<file path="config.mk">
export PLATFORM = sky130hd
export DESIGN_NAME = button_tag_event_unit_flat
export DESIGN_NICKNAME = d
export VERILOG_FILES = /design/src/sv/btue_pkg.sv /design/src/sv/btue_chan_if.sv /design/src/sv/button_tag_event_unit.sv /design/src/sv/btue_ram.sv /design/src/sv/btue_sense.sv /design/src/flat_wrapper.sv
export VERILOG_INCLUDE_DIRS = /design/src /design/src/sv
export SDC_FILE = /design/constraint.sdc
export NUM_CORES = 1
export LEC_CHECK = 0
export BUFFER_PORTS_ARGS = -buffer_cell sky130_fd_sc_hd__buf_2
export CELL_PAD_IN_SITES_DETAIL_PLACEMENT = 0
export CELL_PAD_IN_SITES_GLOBAL_PLACEMENT = 1
export CORE_UTILIZATION = 52
export DETAILED_ROUTE_END_ITERATION = 7
export PLACE_DENSITY = 0.86
export RECOVER_POWER = 50
export SLEW_MARGIN = 30
export SYNTH_ARGS = -nofsm -noshare
export SYNTH_HDL_FRONTEND = slang
export SYNTH_SLANG_ARGS = --single-unit
</file>
<file path="constraint.sdc">
create_clock -name clock -period 16.9 [get_ports clock]
set_clock_uncertainty 0.1 [all_clocks]
set_input_delay 3.38 -clock clock [delete_from_list [all_inputs] [get_ports clock]]
set_output_delay 3.38 -clock clock [all_outputs]
set_load 0.05 [all_outputs]
</file>
<file path="src/sv/button_tag_event_unit_assert.svh">
// ----------------------------------------------------------------------------
// Assertion macros for button_tag_event_unit
// Immediate-consequence and next-cycle checks, empty under SYNTH.
// ----------------------------------------------------------------------------
`ifndef BUTTON_TAG_EVENT_UNIT_ASSERT_SVH
`define BUTTON_TAG_EVENT_UNIT_ASSERT_SVH

`ifndef SYNTH
`define BTUE_ASSERT_IMP(lbl, clk, rst, ante, cons, msg) \
   lbl: assert property (@(posedge clk) disable iff (rst) (ante) |-> (cons)) \
      else $error(msg);
`define BTUE_ASSERT_NXT(lbl, clk, rst, ante, cons, msg) \
   lbl: assert property (@(posedge clk) disable iff (rst) (ante) |=> (cons)) \
      else $error(msg);
`else
`define BTUE_ASSERT_IMP(lbl, clk, rst, ante, cons, msg)
`define BTUE_ASSERT_NXT(lbl, clk, rst, ante, cons, msg)
`endif

`endif

</file>
<file path="src/sv/btue_pkg.sv">
// ----------------------------------------------------------------------------
// btue_pkg
// Shared types and constants of the button and tag event unit.
// ----------------------------------------------------------------------------
`timescale 1ns / 1ps
`default_nettype none

package btue_pkg;

   localparam int QUEUE_DEPTH_DEF = 8;

   localparam int TIME_W     = 32;
   localparam int UID_W      = 64;
   localparam int CSR_IDX_W  = 2;
   localparam int CSR_DATA_W = 16;
   localparam int LEVEL_W    = 4;
   localparam int DROP_W     = 2;

   localparam logic [15:0] DEBOUNCE_RST    = 16'd20;
   localparam logic [15:0] SCAN_PERIOD_RST = 16'd750;
   localparam logic [3:0]  MISS_LIMIT_RST  = 4'd2;
   localparam logic [3:0]  MISS_MAX        = 4'd15;

   localparam logic FUNC_PUMP = 1'b0;
   localparam logic FUNC_POP  = 1'b1;

   localparam logic [1:0] SCAN_NONE = 2'd1;
   localparam logic [1:0] SCAN_TAG  = 2'd2;

   typedef enum logic [1:0] {
      EV_DOWN = 2'd0,
      EV_UP   = 2'd1,
      EV_TAG  = 2'd2,
      EV_GONE = 2'd3
   } ev_kind_type;

   typedef enum logic [1:0] {
      REG_RFID_ON     = 2'd0,
      REG_DEBOUNCE    = 2'd1,
      REG_SCAN_PERIOD = 2'd2,
      REG_MISS_LIMIT  = 2'd3
   } csr_reg_type;

   typedef struct packed {
      logic               btn_valid;
      ev_kind_type        btn_kind;
      logic               tag_valid;
      ev_kind_type        tag_kind;
      logic [UID_W-1:0]   tag_uid;
   } ev_post_type;

endpackage

`default_nettype wire

</file>
<file path="src/sv/btue_chan_if.sv">
// ----------------------------------------------------------------------------
// btue request and response channels
// Valid/ready channels carrying one item each.
// ----------------------------------------------------------------------------
`timescale 1ns / 1ps
`default_nettype none

interface btue_req_if;
   logic                          valid;
   logic                          ready;
   logic                          func;
   logic [btue_pkg::TIME_W-1:0]   now_ms;
   logic                          button_raw;
   logic                          allow_scan;
   logic [1:0]                    scan_status;
   logic [btue_pkg::UID_W-1:0]    scan_uid;

   modport source (output valid, func, now_ms, button_raw, allow_scan, scan_status,
                   scan_uid, input ready);
   modport sink   (input valid, func, now_ms, button_raw, allow_scan, scan_status,
                   scan_uid, output ready);
endinterface

interface btue_rsp_if;
   logic                           valid;
   logic                           ready;
   logic                           event_valid;
   logic [1:0]                     event_type;
   logic [btue_pkg::UID_W-1:0]     event_uid;
   logic                           scan_used;
   logic [btue_pkg::DROP_W-1:0]    drop_count;
   logic [btue_pkg::LEVEL_W-1:0]   queue_level;

   modport source (output valid, event_valid, event_type, event_uid, scan_used,
                   drop_count, queue_level, input ready);
   modport sink   (input valid, event_valid, event_type, event_uid, scan_used,
                   drop_count, queue_level, output ready);
endinterface

`default_nettype wire

</file>
<file path="src/sv/button_tag_event_unit.sv">
// ----------------------------------------------------------------------------
// button_tag_event_unit
// Debounced button and tag-presence events, queued in a RAM-based FIFO.
// ----------------------------------------------------------------------------
// req_if carries pump items (func 0: time, raw button, scan result) and pop
// items (func 1). Every item yields exactly one rsp_if item. A pump reports
// scan use, drops and queue level; a pop returns the oldest queued event.
// csr_we/csr_index/csr_wdata write the four configuration registers.
// A response passes the queue RAM read, then the output register, from req
// accept to rsp valid. Throughput: one item per cycle while nothing stalls;
// a pump posting both a button and a tag event holds off the next item, as
// the queue RAM's one write port takes the second event the following cycle.
// When rsp_if.ready is low the output register and the stage behind it hold,
// so up to two items are absorbed before req_if.ready drops.
// Reset (synchronous) empties the queue and restores register defaults; the
// queue RAM needs no clearing pass, as only written entries are ever read.
// ----------------------------------------------------------------------------
`timescale 1ns / 1ps
`default_nettype none

module button_tag_event_unit #(
   parameter int QUEUE_DEPTH = btue_pkg::QUEUE_DEPTH_DEF
) (
   input  wire logic                             clock,
   input  wire logic                             reset,
   btue_req_if.sink                              req_if,
   btue_rsp_if.source                            rsp_if,
   input  wire logic                             csr_we,
   input  wire logic [btue_pkg::CSR_IDX_W-1:0]   csr_index,
   input  wire logic [btue_pkg::CSR_DATA_W-1:0]  csr_wdata
);
   import btue_pkg::*;

`include "button_tag_event_unit_assert.svh"

   localparam int AW = $clog2(QUEUE_DEPTH);
   localparam int FW = $clog2(QUEUE_DEPTH + 1);
   localparam int SW = AW + 1;
   localparam int EW = 2 + UID_W;

   typedef struct packed {
      logic               hit;
      logic               used;
      logic [DROP_W-1:0]  drop;
      logic [LEVEL_W-1:0] level;
   } s1_type;

   logic              accept, pump_go, pop_go;
   ev_post_type       post;
   logic              scan_used;

   logic [AW-1:0]     rd_ptr_ff, rd_ptr_in;
   logic [FW-1:0]     fill_ff, fill_in;
   logic              pend_ff;
   logic [AW-1:0]     pend_addr_ff;
   logic [EW-1:0]     pend_data_ff;

   logic              s1_valid_ff;
   s1_type            s1_ff, s1_in;
   logic              s1_move;
   logic [EW-1:0]     ram_q;

   logic              out_valid_ff;
   logic              out_hit_ff;
   logic [1:0]        out_kind_ff;
   logic [UID_W-1:0]  out_uid_ff;
   logic              out_used_ff;
   logic [DROP_W-1:0] out_drop_ff;
   logic [LEVEL_W-1:0] out_level_ff;

   logic [1:0]        ev_count;
   logic              posted0, posted1;
   logic [1:0]        posted_count;
   logic [SW-1:0]     slot_sum0, slot_sum1, rd_sum;
   logic [AW-1:0]     waddr0, waddr1;
   logic [EW-1:0]     wdata0, wdata1;
   logic              wr_en;
   logic [AW-1:0]     wr_addr;
   logic [EW-1:0]     wr_data;

   assign s1_move     = s1_valid_ff && (!out_valid_ff || rsp_if.ready);
   assign req_if.ready = !pend_ff && (!s1_valid_ff || s1_move);
   assign accept      = req_if.valid && req_if.ready;
   assign pump_go     = accept && (req_if.func == FUNC_PUMP);
   assign pop_go      = accept && (req_if.func == FUNC_POP);

   btue_sense u_sense (
      .clock       (clock),
      .reset       (reset),
      .pump_go     (pump_go),
      .now_ms      (req_if.now_ms),
      .button_raw  (req_if.button_raw),
      .allow_scan  (req_if.allow_scan),
      .scan_status (req_if.scan_status),
      .scan_uid    (req_if.scan_uid),
      .csr_we      (csr_we),
      .csr_index   (csr_index),
      .csr_wdata   (csr_wdata),
      .post        (post),
      .scan_used   (scan_used)
   );

   // tail slot and the one after it, wrapped at the queue depth
   assign slot_sum0 = SW'(rd_ptr_ff) + SW'(fill_ff);
   assign waddr0    = (slot_sum0 >= SW'(QUEUE_DEPTH)) ? AW'(slot_sum0 - SW'(QUEUE_DEPTH))
                                                      : AW'(slot_sum0);
   assign slot_sum1 = SW'(waddr0) + SW'(1);
   assign waddr1    = (slot_sum1 >= SW'(QUEUE_DEPTH)) ? AW'(slot_sum1 - SW'(QUEUE_DEPTH))
                                                      : AW'(slot_sum1);
   assign rd_sum    = SW'(rd_ptr_ff) + SW'(1);

   assign ev_count = {1'b0, post.btn_valid} + {1'b0, post.tag_valid};
   assign posted0  = pump_go && (ev_count != 2'd0) && (fill_ff < FW'(QUEUE_DEPTH));
   assign posted1  = pump_go && (ev_count == 2'd2) && (fill_ff < FW'(QUEUE_DEPTH - 1));
   assign posted_count = {1'b0, posted0} + {1'b0, posted1};

   assign wdata0 = post.btn_valid ? {post.btn_kind, {UID_W{1'b0}}}
                                  : {post.tag_kind, post.tag_uid};
   assign wdata1 = {post.tag_kind, post.tag_uid};

   assign wr_en   = pend_ff || posted0;
   assign wr_addr = pend_ff ? pend_addr_ff : waddr0;
   assign wr_data = pend_ff ? pend_data_ff : wdata0;

   always_comb begin
      rd_ptr_in = rd_ptr_ff;
      fill_in   = fill_ff;
      s1_in     = '0;
      if (pump_go) begin
         fill_in  = fill_ff + FW'(posted_count);
         s1_in.used = scan_used;
         s1_in.drop = ev_count - posted_count;
      end else if (pop_go && fill_ff != '0) begin
         rd_ptr_in = (rd_sum >= SW'(QUEUE_DEPTH)) ? AW'(rd_sum - SW'(QUEUE_DEPTH))
                                                  : AW'(rd_sum);
         fill_in   = fill_ff - FW'(1);
         s1_in.hit = 1'b1;
      end
      s1_in.level = LEVEL_W'(fill_in);
   end

   btue_ram #(
      .WIDTH (EW),
      .DEPTH (QUEUE_DEPTH)
   ) u_queue_ram (
      .clock   (clock),
      .wr_en   (wr_en),
      .wr_addr (wr_addr),
      .wr_data (wr_data),
      .rd_en   (accept),
      .rd_addr (rd_ptr_ff),
      .rd_data (ram_q)
   );

   always_ff @(posedge clock) begin
      if (reset) begin
         rd_ptr_ff    <= '0;
         fill_ff      <= '0;
         pend_ff      <= 1'b0;
         s1_valid_ff  <= 1'b0;
         out_valid_ff <= 1'b0;
      end else begin
         if (accept) begin
            rd_ptr_ff <= rd_ptr_in;
            fill_ff   <= fill_in;
         end
         pend_ff <= posted1;
         if (accept) begin
            s1_valid_ff <= 1'b1;
         end else if (s1_move) begin
            s1_valid_ff <= 1'b0;
         end
         if (s1_move) begin
            out_valid_ff <= 1'b1;
         end else if (rsp_if.ready) begin
            out_valid_ff <= 1'b0;
         end
      end
   end

   always_ff @(posedge clock) begin
      if (posted1) begin
         pend_addr_ff <= waddr1;
         pend_data_ff <= wdata1;
      end
      if (accept) begin
         s1_ff <= s1_in;
      end
      if (s1_move) begin
         out_hit_ff   <= s1_ff.hit;
         out_kind_ff  <= s1_ff.hit ? ram_q[EW-1:UID_W] : 2'd0;
         out_uid_ff   <= s1_ff.hit ? ram_q[UID_W-1:0] : '0;
         out_used_ff  <= s1_ff.used;
         out_drop_ff  <= s1_ff.drop;
         out_level_ff <= s1_ff.level;
      end
   end

   assign rsp_if.valid       = out_valid_ff;
   assign rsp_if.event_valid = out_hit_ff;
   assign rsp_if.event_type  = out_kind_ff;
   assign rsp_if.event_uid   = out_uid_ff;
   assign rsp_if.scan_used   = out_used_ff;
   assign rsp_if.drop_count  = out_drop_ff;
   assign rsp_if.queue_level = out_level_ff;

   `BTUE_ASSERT_IMP(a_fill_bound, clock, reset, 1'b1, fill_ff <= FW'(QUEUE_DEPTH), "queue overfilled")
   `BTUE_ASSERT_IMP(a_pend_blocks, clock, reset, pend_ff, !req_if.ready, "accept during pending write")
   `BTUE_ASSERT_NXT(a_pend_once, clock, reset, pend_ff, !pend_ff, "pending write lasted two cycles")
   `BTUE_ASSERT_NXT(a_s1_hold, clock, reset, s1_valid_ff && !s1_move, s1_valid_ff, "stage one lost an item")

endmodule

`default_nettype wire

</file>
<file path="src/sv/btue_ram.sv">
// ----------------------------------------------------------------------------
// btue_ram
// Simple dual-port RAM, one write and one registered read per cycle.
// ----------------------------------------------------------------------------
`timescale 1ns / 1ps
`default_nettype none

module btue_ram #(
   parameter int WIDTH = 66,
   parameter int DEPTH = 8
) (
   input  wire logic                     clock,
   input  wire logic                     wr_en,
   input  wire logic [$clog2(DEPTH)-1:0] wr_addr,
   input  wire logic [WIDTH-1:0]         wr_data,
   input  wire logic                     rd_en,
   input  wire logic [$clog2(DEPTH)-1:0] rd_addr,
   output logic      [WIDTH-1:0]         rd_data
);

   logic [WIDTH-1:0] mem_ff [DEPTH];
   logic [WIDTH-1:0] rd_data_ff;

   always_ff @(posedge clock) begin
      if (wr_en) begin
         mem_ff[wr_addr] <= wr_data;
      end
      if (rd_en) begin
         rd_data_ff <= mem_ff[rd_addr];
      end
   end

   assign rd_data = rd_data_ff;

endmodule

`default_nettype wire

</file>
<file path="src/sv/btue_sense.sv">
// ----------------------------------------------------------------------------
// btue_sense
// Button debounce, tag presence tracking and configuration registers.
// ----------------------------------------------------------------------------
`timescale 1ns / 1ps
`default_nettype none

module btue_sense (
   input  wire logic                                clock,
   input  wire logic                                reset,
   input  wire logic                                pump_go,
   input  wire logic [btue_pkg::TIME_W-1:0]         now_ms,
   input  wire logic                                button_raw,
   input  wire logic                                allow_scan,
   input  wire logic [1:0]                          scan_status,
   input  wire logic [btue_pkg::UID_W-1:0]          scan_uid,
   input  wire logic                                csr_we,
   input  wire logic [btue_pkg::CSR_IDX_W-1:0]      csr_index,
   input  wire logic [btue_pkg::CSR_DATA_W-1:0]     csr_wdata,
   output btue_pkg::ev_post_type                    post,
   output logic                                     scan_used
);
   import btue_pkg::*;

   logic              rfid_on_ff, rfid_on_in;
   logic [15:0]       debounce_ff, debounce_in;
   logic [15:0]       period_ff, period_in;
   logic [3:0]        limit_ff, limit_in;

   logic              stable_ff, stable_in;
   logic              prev_raw_ff, prev_raw_in;
   logic [TIME_W-1:0] change_time_ff, change_time_in;
   logic              present_ff, present_in;
   logic [UID_W-1:0]  known_uid_ff, known_uid_in;
   logic [3:0]        miss_ff, miss_in;
   logic [TIME_W-1:0] last_scan_ff, last_scan_in;
   logic              armed_ff, armed_in;

   logic [TIME_W-1:0] btn_age;
   logic [TIME_W-1:0] scan_age;
   logic [3:0]        miss_next;
   logic              scan_due;

   assign btn_age  = now_ms - change_time_ff;
   assign scan_age = now_ms - last_scan_ff;
   assign scan_due = rfid_on_ff && allow_scan &&
                     (armed_ff || scan_age >= {16'd0, period_ff});
   assign miss_next = (miss_ff < MISS_MAX) ? miss_ff + 4'd1 : miss_ff;

   always_comb begin
      rfid_on_in     = rfid_on_ff;
      debounce_in    = debounce_ff;
      period_in      = period_ff;
      limit_in       = limit_ff;
      stable_in      = stable_ff;
      prev_raw_in    = prev_raw_ff;
      change_time_in = change_time_ff;
      present_in     = present_ff;
      known_uid_in   = known_uid_ff;
      miss_in        = miss_ff;
      last_scan_in   = last_scan_ff;
      armed_in       = armed_ff;
      post           = '0;
      post.btn_kind  = EV_UP;
      post.tag_kind  = EV_TAG;
      scan_used      = 1'b0;

      if (pump_go) begin
         if (button_raw != prev_raw_ff) begin
            prev_raw_in    = button_raw;
            change_time_in = now_ms;
         end else if (button_raw != stable_ff && btn_age >= {16'd0, debounce_ff}) begin
            stable_in      = button_raw;
            post.btn_valid = 1'b1;
            post.btn_kind  = button_raw ? EV_DOWN : EV_UP;
         end

         if (scan_due) begin
            scan_used    = 1'b1;
            armed_in     = 1'b0;
            last_scan_in = now_ms;
            case (scan_status)
               SCAN_NONE: begin
                  if (present_ff) begin
                     miss_in = miss_next;
                     if (miss_next >= limit_ff) begin
                        present_in     = 1'b0;
                        post.tag_valid = 1'b1;
                        post.tag_kind  = EV_GONE;
                     end
                  end
               end
               SCAN_TAG: begin
                  miss_in = 4'd0;
                  if (!present_ff || scan_uid != known_uid_ff) begin
                     present_in     = 1'b1;
                     known_uid_in   = scan_uid;
                     post.tag_valid = 1'b1;
                     post.tag_kind  = EV_TAG;
                     post.tag_uid   = scan_uid;
                  end
               end
               default: begin
               end
            endcase
         end
      end

      if (csr_we) begin
         unique case (csr_reg_type'(csr_index))
            REG_RFID_ON: begin
               rfid_on_in = csr_wdata[0];
               present_in = 1'b0;
               miss_in    = 4'd0;
               armed_in   = 1'b1;
            end
            REG_DEBOUNCE:    debounce_in = csr_wdata;
            REG_SCAN_PERIOD: period_in   = csr_wdata;
            REG_MISS_LIMIT:  limit_in    = csr_wdata[3:0];
            default: begin
            end
         endcase
      end
   end

   always_ff @(posedge clock) begin
      if (reset) begin
         rfid_on_ff     <= 1'b0;
         debounce_ff    <= DEBOUNCE_RST;
         period_ff      <= SCAN_PERIOD_RST;
         limit_ff       <= MISS_LIMIT_RST;
         stable_ff      <= 1'b0;
         prev_raw_ff    <= 1'b0;
         change_time_ff <= '0;
         present_ff     <= 1'b0;
         known_uid_ff   <= '0;
         miss_ff        <= 4'd0;
         last_scan_ff   <= '0;
         armed_ff       <= 1'b0;
      end else begin
         rfid_on_ff     <= rfid_on_in;
         debounce_ff    <= debounce_in;
         period_ff      <= period_in;
         limit_ff       <= limit_in;
         stable_ff      <= stable_in;
         prev_raw_ff    <= prev_raw_in;
         change_time_ff <= change_time_in;
         present_ff     <= present_in;
         known_uid_ff   <= known_uid_in;
         miss_ff        <= miss_in;
         last_scan_ff   <= last_scan_in;
         armed_ff       <= armed_in;
      end
   end

endmodule

`default_nettype wire
</file>
<file path="src/flat_wrapper.sv">
// flat-port wrapper written by rule: the top's interface ports become plain ports
module button_tag_event_unit_flat import btue_pkg::*;
#(
   parameter int QUEUE_DEPTH = btue_pkg::QUEUE_DEPTH_DEF
)
  (clock, reset, csr_we, csr_index, csr_wdata, req_if_valid, req_if_func, req_if_now_ms, req_if_button_raw, req_if_allow_scan, req_if_scan_status, req_if_scan_uid, req_if_ready, rsp_if_valid, rsp_if_event_valid, rsp_if_event_type, rsp_if_event_uid, rsp_if_scan_used, rsp_if_drop_count, rsp_if_queue_level, rsp_if_ready);
  btue_req_if req_if_i ();
  btue_rsp_if rsp_if_i ();
  input  wire logic clock;
  input  wire logic reset;
  input  wire logic csr_we;
  input  wire logic [btue_pkg::CSR_IDX_W-1:0] csr_index;
  input  wire logic [btue_pkg::CSR_DATA_W-1:0] csr_wdata;
  input wire logic [$bits(req_if_i.valid)-1:0] req_if_valid;
  input wire logic [$bits(req_if_i.func)-1:0] req_if_func;
  input wire logic [$bits(req_if_i.now_ms)-1:0] req_if_now_ms;
  input wire logic [$bits(req_if_i.button_raw)-1:0] req_if_button_raw;
  input wire logic [$bits(req_if_i.allow_scan)-1:0] req_if_allow_scan;
  input wire logic [$bits(req_if_i.scan_status)-1:0] req_if_scan_status;
  input wire logic [$bits(req_if_i.scan_uid)-1:0] req_if_scan_uid;
  output wire logic [$bits(req_if_i.ready)-1:0] req_if_ready;
  output wire logic [$bits(rsp_if_i.valid)-1:0] rsp_if_valid;
  output wire logic [$bits(rsp_if_i.event_valid)-1:0] rsp_if_event_valid;
  output wire logic [$bits(rsp_if_i.event_type)-1:0] rsp_if_event_type;
  output wire logic [$bits(rsp_if_i.event_uid)-1:0] rsp_if_event_uid;
  output wire logic [$bits(rsp_if_i.scan_used)-1:0] rsp_if_scan_used;
  output wire logic [$bits(rsp_if_i.drop_count)-1:0] rsp_if_drop_count;
  output wire logic [$bits(rsp_if_i.queue_level)-1:0] rsp_if_queue_level;
  input wire logic [$bits(rsp_if_i.ready)-1:0] rsp_if_ready;
  assign req_if_i.valid = req_if_valid;
  assign req_if_i.func = req_if_func;
  assign req_if_i.now_ms = req_if_now_ms;
  assign req_if_i.button_raw = req_if_button_raw;
  assign req_if_i.allow_scan = req_if_allow_scan;
  assign req_if_i.scan_status = req_if_scan_status;
  assign req_if_i.scan_uid = req_if_scan_uid;
  assign req_if_ready = req_if_i.ready;
  assign rsp_if_valid = rsp_if_i.valid;
  assign rsp_if_event_valid = rsp_if_i.event_valid;
  assign rsp_if_event_type = rsp_if_i.event_type;
  assign rsp_if_event_uid = rsp_if_i.event_uid;
  assign rsp_if_scan_used = rsp_if_i.scan_used;
  assign rsp_if_drop_count = rsp_if_i.drop_count;
  assign rsp_if_queue_level = rsp_if_i.queue_level;
  assign rsp_if_i.ready = rsp_if_ready;
  button_tag_event_unit #(.QUEUE_DEPTH(QUEUE_DEPTH)) u_core (.clock(clock), .reset(reset), .req_if(req_if_i), .rsp_if(rsp_if_i), .csr_we(csr_we), .csr_index(csr_index), .csr_wdata(csr_wdata));
endmodule
</file>
==> impl_metrics.csv, run 1 <==
group,metric,value,unit
outcome,status,"complete, but fails checks",
power_and_ir_drop,power_per_cell_area,108,nW/µm²
yosys,ys_warn_count,0,
yosys,synth_area_leaders,"sky130_fd_sc_hd__edfxtp_1 (55%), sky130_fd_sc_hd__dfxtp_1 (9.1%), sky130_fd_sc_hd__mux4_2 (7.4%)",
clocking,tritoncts_num_sinks,927,
worst_setup_path,timing_worst_setup_path_type,"input pin to flip-flop",
worst_setup_path,crit_family,"buffers and inverters",
worst_setup_path,worst_path_largest_cell_delay,3100,ps
worst_setup_path,timing.critical_path.slowest_stage_cell,"sky130_fd_sc_hd__clkbuf_1",
timing,least_setup_slack_across_all_paths_after_layout,4950,ps
worst_setup_path,required_time_reported_for_the_critical_path_endpoint,17220,ps
layout,layout_common_cells,"sky130_fd_sc_hd__edfxtp_1 (744), sky130_fd_sc_hd__nand2_1 (211), sky130_fd_sc_hd__dfxtp_1 (180), sky130_fd_sc_hd__nor2_1 (148), sky130_fd_sc_hd__inv_1 (134)",
power_and_ir_drop,p_leak,0.0150,µW
timing,period_share,70.7,%
yosys,synthesis.instances,2771,
clocking,clk-insertion-delay-late,680,ps
yosys,synthesized_area,40300,µm²
timing,finalHoldViolations,0,
global_routing,antenna_found_initial,4,
place,numPortBuffers,199,
clocking,cts_buffers,94,
timing,tightestPinTransition,4840,ps
clocking,post_cts_hold_buffer_count,0,
timing,finalSetupViolations,0,
layout,final_nets,3209,
outcome,violated_checks,"capacitance limit, slew limit",
worst_setup_path,reg2reg_setup_slack,6960,ps
yosys,avg_synthesized_cell_area,14.6,µm²
yosys,synth-async-reset-ratio,0,%
timing,unrepaired_setup_endpoints_after_global_routing,"false",
drt,dr.first_iter.drc_count,1945,
drt,drtAntennaViolNets,0,
floorplan,floorplan.die.height,281,µm
floorplan,placementRows,101,
place,cell_area_after_placement,42300,µm²
hold_path,worstHoldEndpoint,"u_core.rsp_if.scan_used",
floorplan,core_area,76300,µm²
floorplan,floorplan.initialDensity,52.9,%
clocking,cts.reportedPaths.clkPinSlew,60,ps
drt,num_vias,23900,
worst_setup_path,critical_path.n_buffers_inverters,3,
hold_path,worst_hold_path.num_cells,0,
global_routing,grt_start_max_net_pins,109,
power_and_ir_drop,max-vdd-ir-drop,71.9,µV
worst_setup_path,critPathCaptureType,"flip-flop",
floorplan,io_pins,200,
hold_path,hold_class,"flip-flop to flip-flop",
layout,layout_commonest_cell,"sky130_fd_sc_hd__edfxtp_1",
worst_setup_path,crit_path_start_kind,"input pin",
worst_setup_path,critical_path.reg2reg.endpoint,"u_core.u_queue_ram.rd_data[44]",
clocking,post-cts-setup-buffer-count,0,
place,dpl.hpwl,61500,µm
yosys,synth_cell_types,87,
global_routing,overflow,0,
hold_path,worstHoldStart,"u_core.s1_ff[6]",
timing,timing_max_transition_violations_final,744,
worst_setup_path,rr_startpoint,"u_core.rd_ptr_ff[0]",
timing,maxSlewHeadroom,-223,%
layout,post-route-cell-area,45300,µm²
clocking,cts_max_path_buffers,3,
clocking,cts.repair.resized,0,
worst_setup_path,reg2regPathDepth,5,
worst_setup_path,critical_path_arrival,12270,ps
drt,drc_violations_left,0,
drt,wirelength,97600,µm
yosys,synth_top_area_share,55.4,%
power_and_ir_drop,p_total,4890,µW
floorplan,chipWidth,281,µm
yosys,ys_seq_area_share,64.5,%
timing,totalNegativeSetupSlack,0,ps
timing,achievable-frequency,0.0837,GHz
timing,fin_crit,11950,ps
yosys,synthFlopType,"sky130_fd_sc_hd__edfxtp_1",
worst_setup_path,worstPathCellList,"clkbuf_1 > inv_1 > ha_1 > fa_1 > nand2b_1 > a21oi_1 > nor2_1 > o21ai_0 > a21o_1 > a21oi_1 > xnor2_1 > ha_1 > nand4_1 > nor2_1 > a211oi_1 > o22ai_1 > nor4_1 > o211ai_1 > nor4_2 > nand4_1 > o211a_1 > nor2b_1 > clkbuf_1 > a22o_1",
drt,post_drt_wl_per_cell,23.9,µm
clocking,cts-root-buf,"sky130_fd_sc_hd__clkbuf_16",
yosys,synth_edf_count,744,
place,place_congestion,0.907,
layout,postLayoutCoreUtil,59.4,%
clocking,cts_tree,"built",
global_routing,global_route_wire_length_before_repair,146000,µm
layout,syn2layout_area_growth,12.4,%
floorplan,dieArea,78700,µm²
place,post-place-ws,6680,ps
layout,drive_above_1_share,17.2,%
global_routing,grt_pass1_vias,24600,
yosys,net_count_of_the_mapped_netlist,3013,
drt,post_drt_via_cell_ratio,5.87,
drt,detail_route.first_pass.iterations,5,
worst_setup_path,biggest_fanout_along_the_worst_timing_path,64,
yosys,ys_ff_latch,927,
yosys,synth_area_leader_cell,"sky130_fd_sc_hd__edfxtp_1",
clocking,cts_htree_levels,3,
global_routing,track_usage,24.9,%
run,maximum_capacitance_violations,16,
[synthesized netlist by cell type, types with 6 or more instances]
library cell	n
sky130_fd_sc_hd__ha_1	114
sky130_fd_sc_hd__edfxtp_1	744
sky130_fd_sc_hd__nor2b_1	14
sky130_fd_sc_hd__nor3_1	13
sky130_fd_sc_hd__a31oi_1	11
sky130_fd_sc_hd__mux2i_1	104
sky130_fd_sc_hd__clkbuf_1	88
sky130_fd_sc_hd__a211oi_1	10
sky130_fd_sc_hd__a21o_1	28
sky130_fd_sc_hd__buf_1	11
sky130_fd_sc_hd__o21ai_1	8
sky130_fd_sc_hd__nand3_1	21
sky130_fd_sc_hd__dfxtp_1	183
sky130_fd_sc_hd__mux4_2	132
sky130_fd_sc_hd__o211ai_1	14
sky130_fd_sc_hd__nand2_1	211
sky130_fd_sc_hd__inv_1	135
sky130_fd_sc_hd__buf_12	7
sky130_fd_sc_hd__nor4_1	11
sky130_fd_sc_hd__a21oi_1	133
sky130_fd_sc_hd__nand2b_1	11
sky130_fd_sc_hd__o21a_1	6
sky130_fd_sc_hd__buf_2	21
sky130_fd_sc_hd__mux2_2	68
sky130_fd_sc_hd__nand4_1	24
sky130_fd_sc_hd__xor2_1	42
sky130_fd_sc_hd__and3_1	9
sky130_fd_sc_hd__nand3b_1	11
sky130_fd_sc_hd__xnor2_1	73
sky130_fd_sc_hd__o2111ai_1	7
sky130_fd_sc_hd__and2_1	138
sky130_fd_sc_hd__o21ai_0	40
sky130_fd_sc_hd__nor2_1	151
sky130_fd_sc_hd__a22o_1	65
[worst max path at each step]
stage | start | end | slack (ps) | cells past startpoint
6_report | req_if_now_ms[0] | u_core.u_queue_ram.mem_ff[5][34] | 4950 | 24
5_1_grt | req_if_now_ms[0] | u_core.u_queue_ram.mem_ff[1][34] | 4370 | 24
4_1_cts | req_if_now_ms[0] | u_core.u_queue_ram.mem_ff[3][8] | 7350 | 27
3_5_place_dp | req_if_now_ms[0] | u_core.u_queue_ram.mem_ff[3][13] | 6680 | 27
3_3_place_gp | req_if_now_ms[0] | u_core.u_queue_ram.mem_ff[3][8] | 6790 | 27
2_1_floorplan | req_if_now_ms[0] | u_core.fill_ff[1] | 3470 | 31
[where the power goes]
| group | internal, µW | switching [µW] |
|---|---|---|
| Clock | 1230 | 891 |
| Sequential | 2460 | 12.2 |
| Combinational | 96.6 | 195 |
[stage by stage]
stage	instances	hold WS (ps)
after floorplan	2771	300
after global placement	3899	308
after detailed placement	3900	306
after CTS	4075	330
after global routing	4076	340
final	4077	323
[per-layer routing]
| metal | up-vias | track usage [%] | share of wire, % |
|---|---|---|---|
| met4 | 2 | 8.43 | 3.2 |
| li1 | 10800 | - | - |
| met2 | 935 | 42.4 | 50 |
| met1 | 12000 | 31.7 | 40 |
| met3 | 178 | 5.04 | 7.6 |
| met5 | - | 0 | 0.015 |
[cell type report]
class,instances,area [µm²]
diodes,1,2.50
clock buffers,126,2610
clock inverters,49,627
fillers,5800,31000
inverters,136,513
multi-input cells,1576,13200
flip-flops and latches,927,26000
well taps,1030,1290
repair buffers,232,1110
[cells by family after synthesis]
| logic type | synth area share [%] |
|---|---|
| flops | 64.5 |
| simple gates | 7.84 |
| compound gates | 6.74 |
| mux | 11.8 |
| buf+inv | 2.89 |
| fa+ha+maj | 3.73 |
| xor+xnor | 2.50 |
[state kept, by name, indices dropped and copies added, names as in the netlist, 8 cells and up]
signal	flops
u_core.pend_data_ff	65
u_core.rsp_if.event_uid	64
u_core.s1_ff	8
u_core.u_queue_ram.mem_ff	528
u_core.u_queue_ram.rd_data	66
u_core.u_sense.change_time_ff	32
u_core.u_sense.debounce_ff	16
u_core.u_sense.known_uid_ff	64
u_core.u_sense.last_scan_ff	32
u_core.u_sense.period_ff	16
[worst register-to-register path, cell delays in order (launching register included)]
cell and delay [ps]:
sky130_fd_sc_hd__dfxtp_1 2310, sky130_fd_sc_hd__clkbuf_1 2920, sky130_fd_sc_hd__clkbuf_1 1640, sky130_fd_sc_hd__clkbuf_1 1680
sky130_fd_sc_hd__mux4_2 690, sky130_fd_sc_hd__mux2_1 340
Power figures use the tool's default switching activity.
==> run 2: changes to the inputs <==
CORE_UTILIZATION = 47   (was 52)
PLACE_DENSITY = 0.82   (was 0.86)
clock period = 9.7 ns   (was 16.9 ns; I/O delays follow)
==> run 2 against run 1 <==
Net effect: largest cell class unchanged; cell count increased by 3.2%; worst setup slack got worse by 3900 ps; non-clock buffer count increased by 1; first-iteration DRC count decreased by 9.3%; final area increased by 0.57%; critical endpoint is now u_core.u_queue_ram.mem_ff[1][29]; clock power increased by 75%; combinational power increased by 74%; the flow still finishes with violations (capacitance limit, slew limit).
==> impl_metrics.csv, run 2 (synthesized netlist as in run 1, its figures left out) <==
group,metric,value,unit
timing,achievable-frequency,0.116,GHz
timing,finalSetupViolations,0,
worst_setup_path,biggest_fanout_along_the_worst_timing_path,24,
timing,fin_crit,8660,ps
clocking,clk-insertion-delay-late,680,ps
layout,top_register,"u_core.u_queue_ram.mem_ff",
power_and_ir_drop,p_leak,0.0150,µW
worst_setup_path,timing.critical_path.slowest_stage_cell,"sky130_fd_sc_hd__nor2b_1",
hold_path,hold_class,"flip-flop to flip-flop",
timing,maxSlewHeadroom,-165,%
drt,drc_violations_left,0,
clocking,tritoncts_num_sinks,927,
drt,wirelength,95800,µm
clocking,post_cts_hold_buffer_count,0,
worst_setup_path,critical_path.n_buffers_inverters,4,
worst_setup_path,crit_path_start_kind,"input pin",
global_routing,overflow,0,
clocking,cts_htree_levels,3,
power_and_ir_drop,max-vdd-ir-drop,146,µV
place,dpl.hpwl,61100,µm
worst_setup_path,critPathCaptureType,"flip-flop",
outcome,violated_checks,"capacitance limit, slew limit",
floorplan,dieArea,87000,µm²
clocking,post-cts-setup-buffer-count,0,
clocking,cts_tree,"built",
global_routing,global_route_wire_length_before_repair,144000,µm
timing,tightestPinTransition,3980,ps
clocking,cts.reportedPaths.clkPinSlew,60,ps
place,cell_area_after_placement,42500,µm²
timing,totalNegativeSetupSlack,0,ps
layout,layout_common_cells,"sky130_fd_sc_hd__edfxtp_1 (744), sky130_fd_sc_hd__nand2_1 (211), sky130_fd_sc_hd__dfxtp_1 (181), sky130_fd_sc_hd__nor2_1 (147), sky130_fd_sc_hd__inv_1 (134)",
power_and_ir_drop,power_per_cell_area,187,nW/µm²
run,maximum_capacitance_violations,14,
outcome,status,"complete, but fails checks",
layout,largest_register_ff_count,528,
hold_path,worstHoldStart,"u_core.s1_ff[6]",
place,numPortBuffers,199,
worst_setup_path,critical_path_arrival,9000,ps
floorplan,io_pins,200,
clocking,cts-root-buf,"sky130_fd_sc_hd__clkbuf_16",
drt,post_drt_via_cell_ratio,5.65,
timing,unrepaired_setup_endpoints_after_global_routing,"false",
global_routing,grt_start_max_net_pins,103,
drt,num_vias,23800,
worst_setup_path,worst_setup_path_startpoint,"req_if_now_ms[0]",
drt,post_drt_wl_per_cell,22.8,µm
clocking,cts_buffers,95,
place,place_congestion,0.883,
layout,post-route-cell-area,45600,µm²
floorplan,chipWidth,295,µm
timing,final.hold.worst_slack,323,ps
floorplan,floorplan.initialDensity,47.4,%
floorplan,floorplan.die.height,295,µm
global_routing,antenna_found_initial,15,
worst_setup_path,timing_worst_setup_path_type,"input pin to flip-flop",
worst_setup_path,worstPathCellList,"clkbuf_1 > inv_1 > ha_1 > inv_1 > fa_1 > a21o_1 > a221oi_1 > o21ai_0 > a21o_1 > a21oi_1 > xnor2_1 > ha_1 > nand2_1 > nor2_1 > a211oi_1 > a21oi_1 > a2111oi_0 > nand4_1 > nor4_1 > a31oi_1 > nor2b_1 > buf_4 > a22o_1",
timing,period_share,89.2,%
drt,detail_route.first_pass.iterations,8,
layout,drive_above_1_share,17.2,%
drt,drtAntennaViolNets,0,
layout,syn2layout_area_growth,13.0,%
worst_setup_path,reg2reg_setup_slack,2190,ps
floorplan,core_area,85100,µm²
global_routing,grt_pass1_vias,24000,
drt,dr.first_iter.drc_count,1765,
global_routing,track_usage,22.0,%
worst_setup_path,crit_family,"compound AO/OA/AOI/OAI gates",
clocking,cts_max_path_buffers,3,
timing,finalHoldViolations,0,
worst_setup_path,rr_startpoint,"u_core.u_sense.change_time_ff[0]",
worst_setup_path,worst_path_largest_cell_delay,1540,ps
worst_setup_path,required_time_reported_for_the_critical_path_endpoint,10040,ps
clocking,cts.repair.resized,0,
timing,timing_max_transition_violations_final,646,
layout,layout_commonest_cell,"sky130_fd_sc_hd__edfxtp_1",
layout,final_nets,3211,
floorplan,placementRows,107,
layout,n_fill_cell,6935,
[run 2: changes by cell type in the layout (fill, tap and decap cells not counted), sizes merged]
| cell | delta |
|---|---|
| diode | +11 |
| clkbuf | -6 |
| inv | +6 |
| clkinv | +5 |
| clkinvlp | -2 |
| buf | +1 |
[run 2: power by group]
| part | switching, µW | internal [µW] |
|---|---|---|
| combinational | 337 | 169 |
| sequential | 17.5 | 4290 |
| clock | 1580 | 2140 |
| total | 1940 | 6600 |
[run 2: layout make-up]
class / instances / area [µm²] / share of cell area, %
timing repair buffer: 233 / 1180 / 2.58
sequential: 927 / 26000 / 57.0
multi-input combinational: 1576 / 13200 / 29.0
inverter: 136 / 514 / 1.13
antenna: 12 / 30.0 / 0.0658
clock buffer: 120 / 2570 / 5.64
clock inverter: 58 / 658 / 1.44
tap: 1144 / 1430 / 3.14
[run 2: worst paths after layout]
kind	endpoint	depth (start not counted)
worst max-delay path	u_core.u_queue_ram.mem_ff[1][29]	23
worst min-delay path	u_core.rsp_if.scan_used	0
worst max register to register	u_core.u_queue_ram.mem_ff[1][29]	21
worst min register to register	u_core.rsp_if.scan_used	0
[run 2: metal layers]
layer	global-route usage [%]	part of all wire (%)	vias to the layer above
met5	0	0.067	-
met4	6.16	2.3	10
met3	3.58	6.6	150
met2	37.4	49	780
met1	29.2	42	12000
li1	-	-	10800
[run 2: metrics by stage]
stage	setup slack [ps]	power [µW]	std cells	util, %
after detailed placement	1200	4900	4014	50.0
after CTS	1890	8610	4192	53.8
after global placement	1380	4890	4013	49.9
after global routing	712	8810	4195	53.5
after floorplan	-1250	4730	2771	-
final	1040	8540	4206	53.6
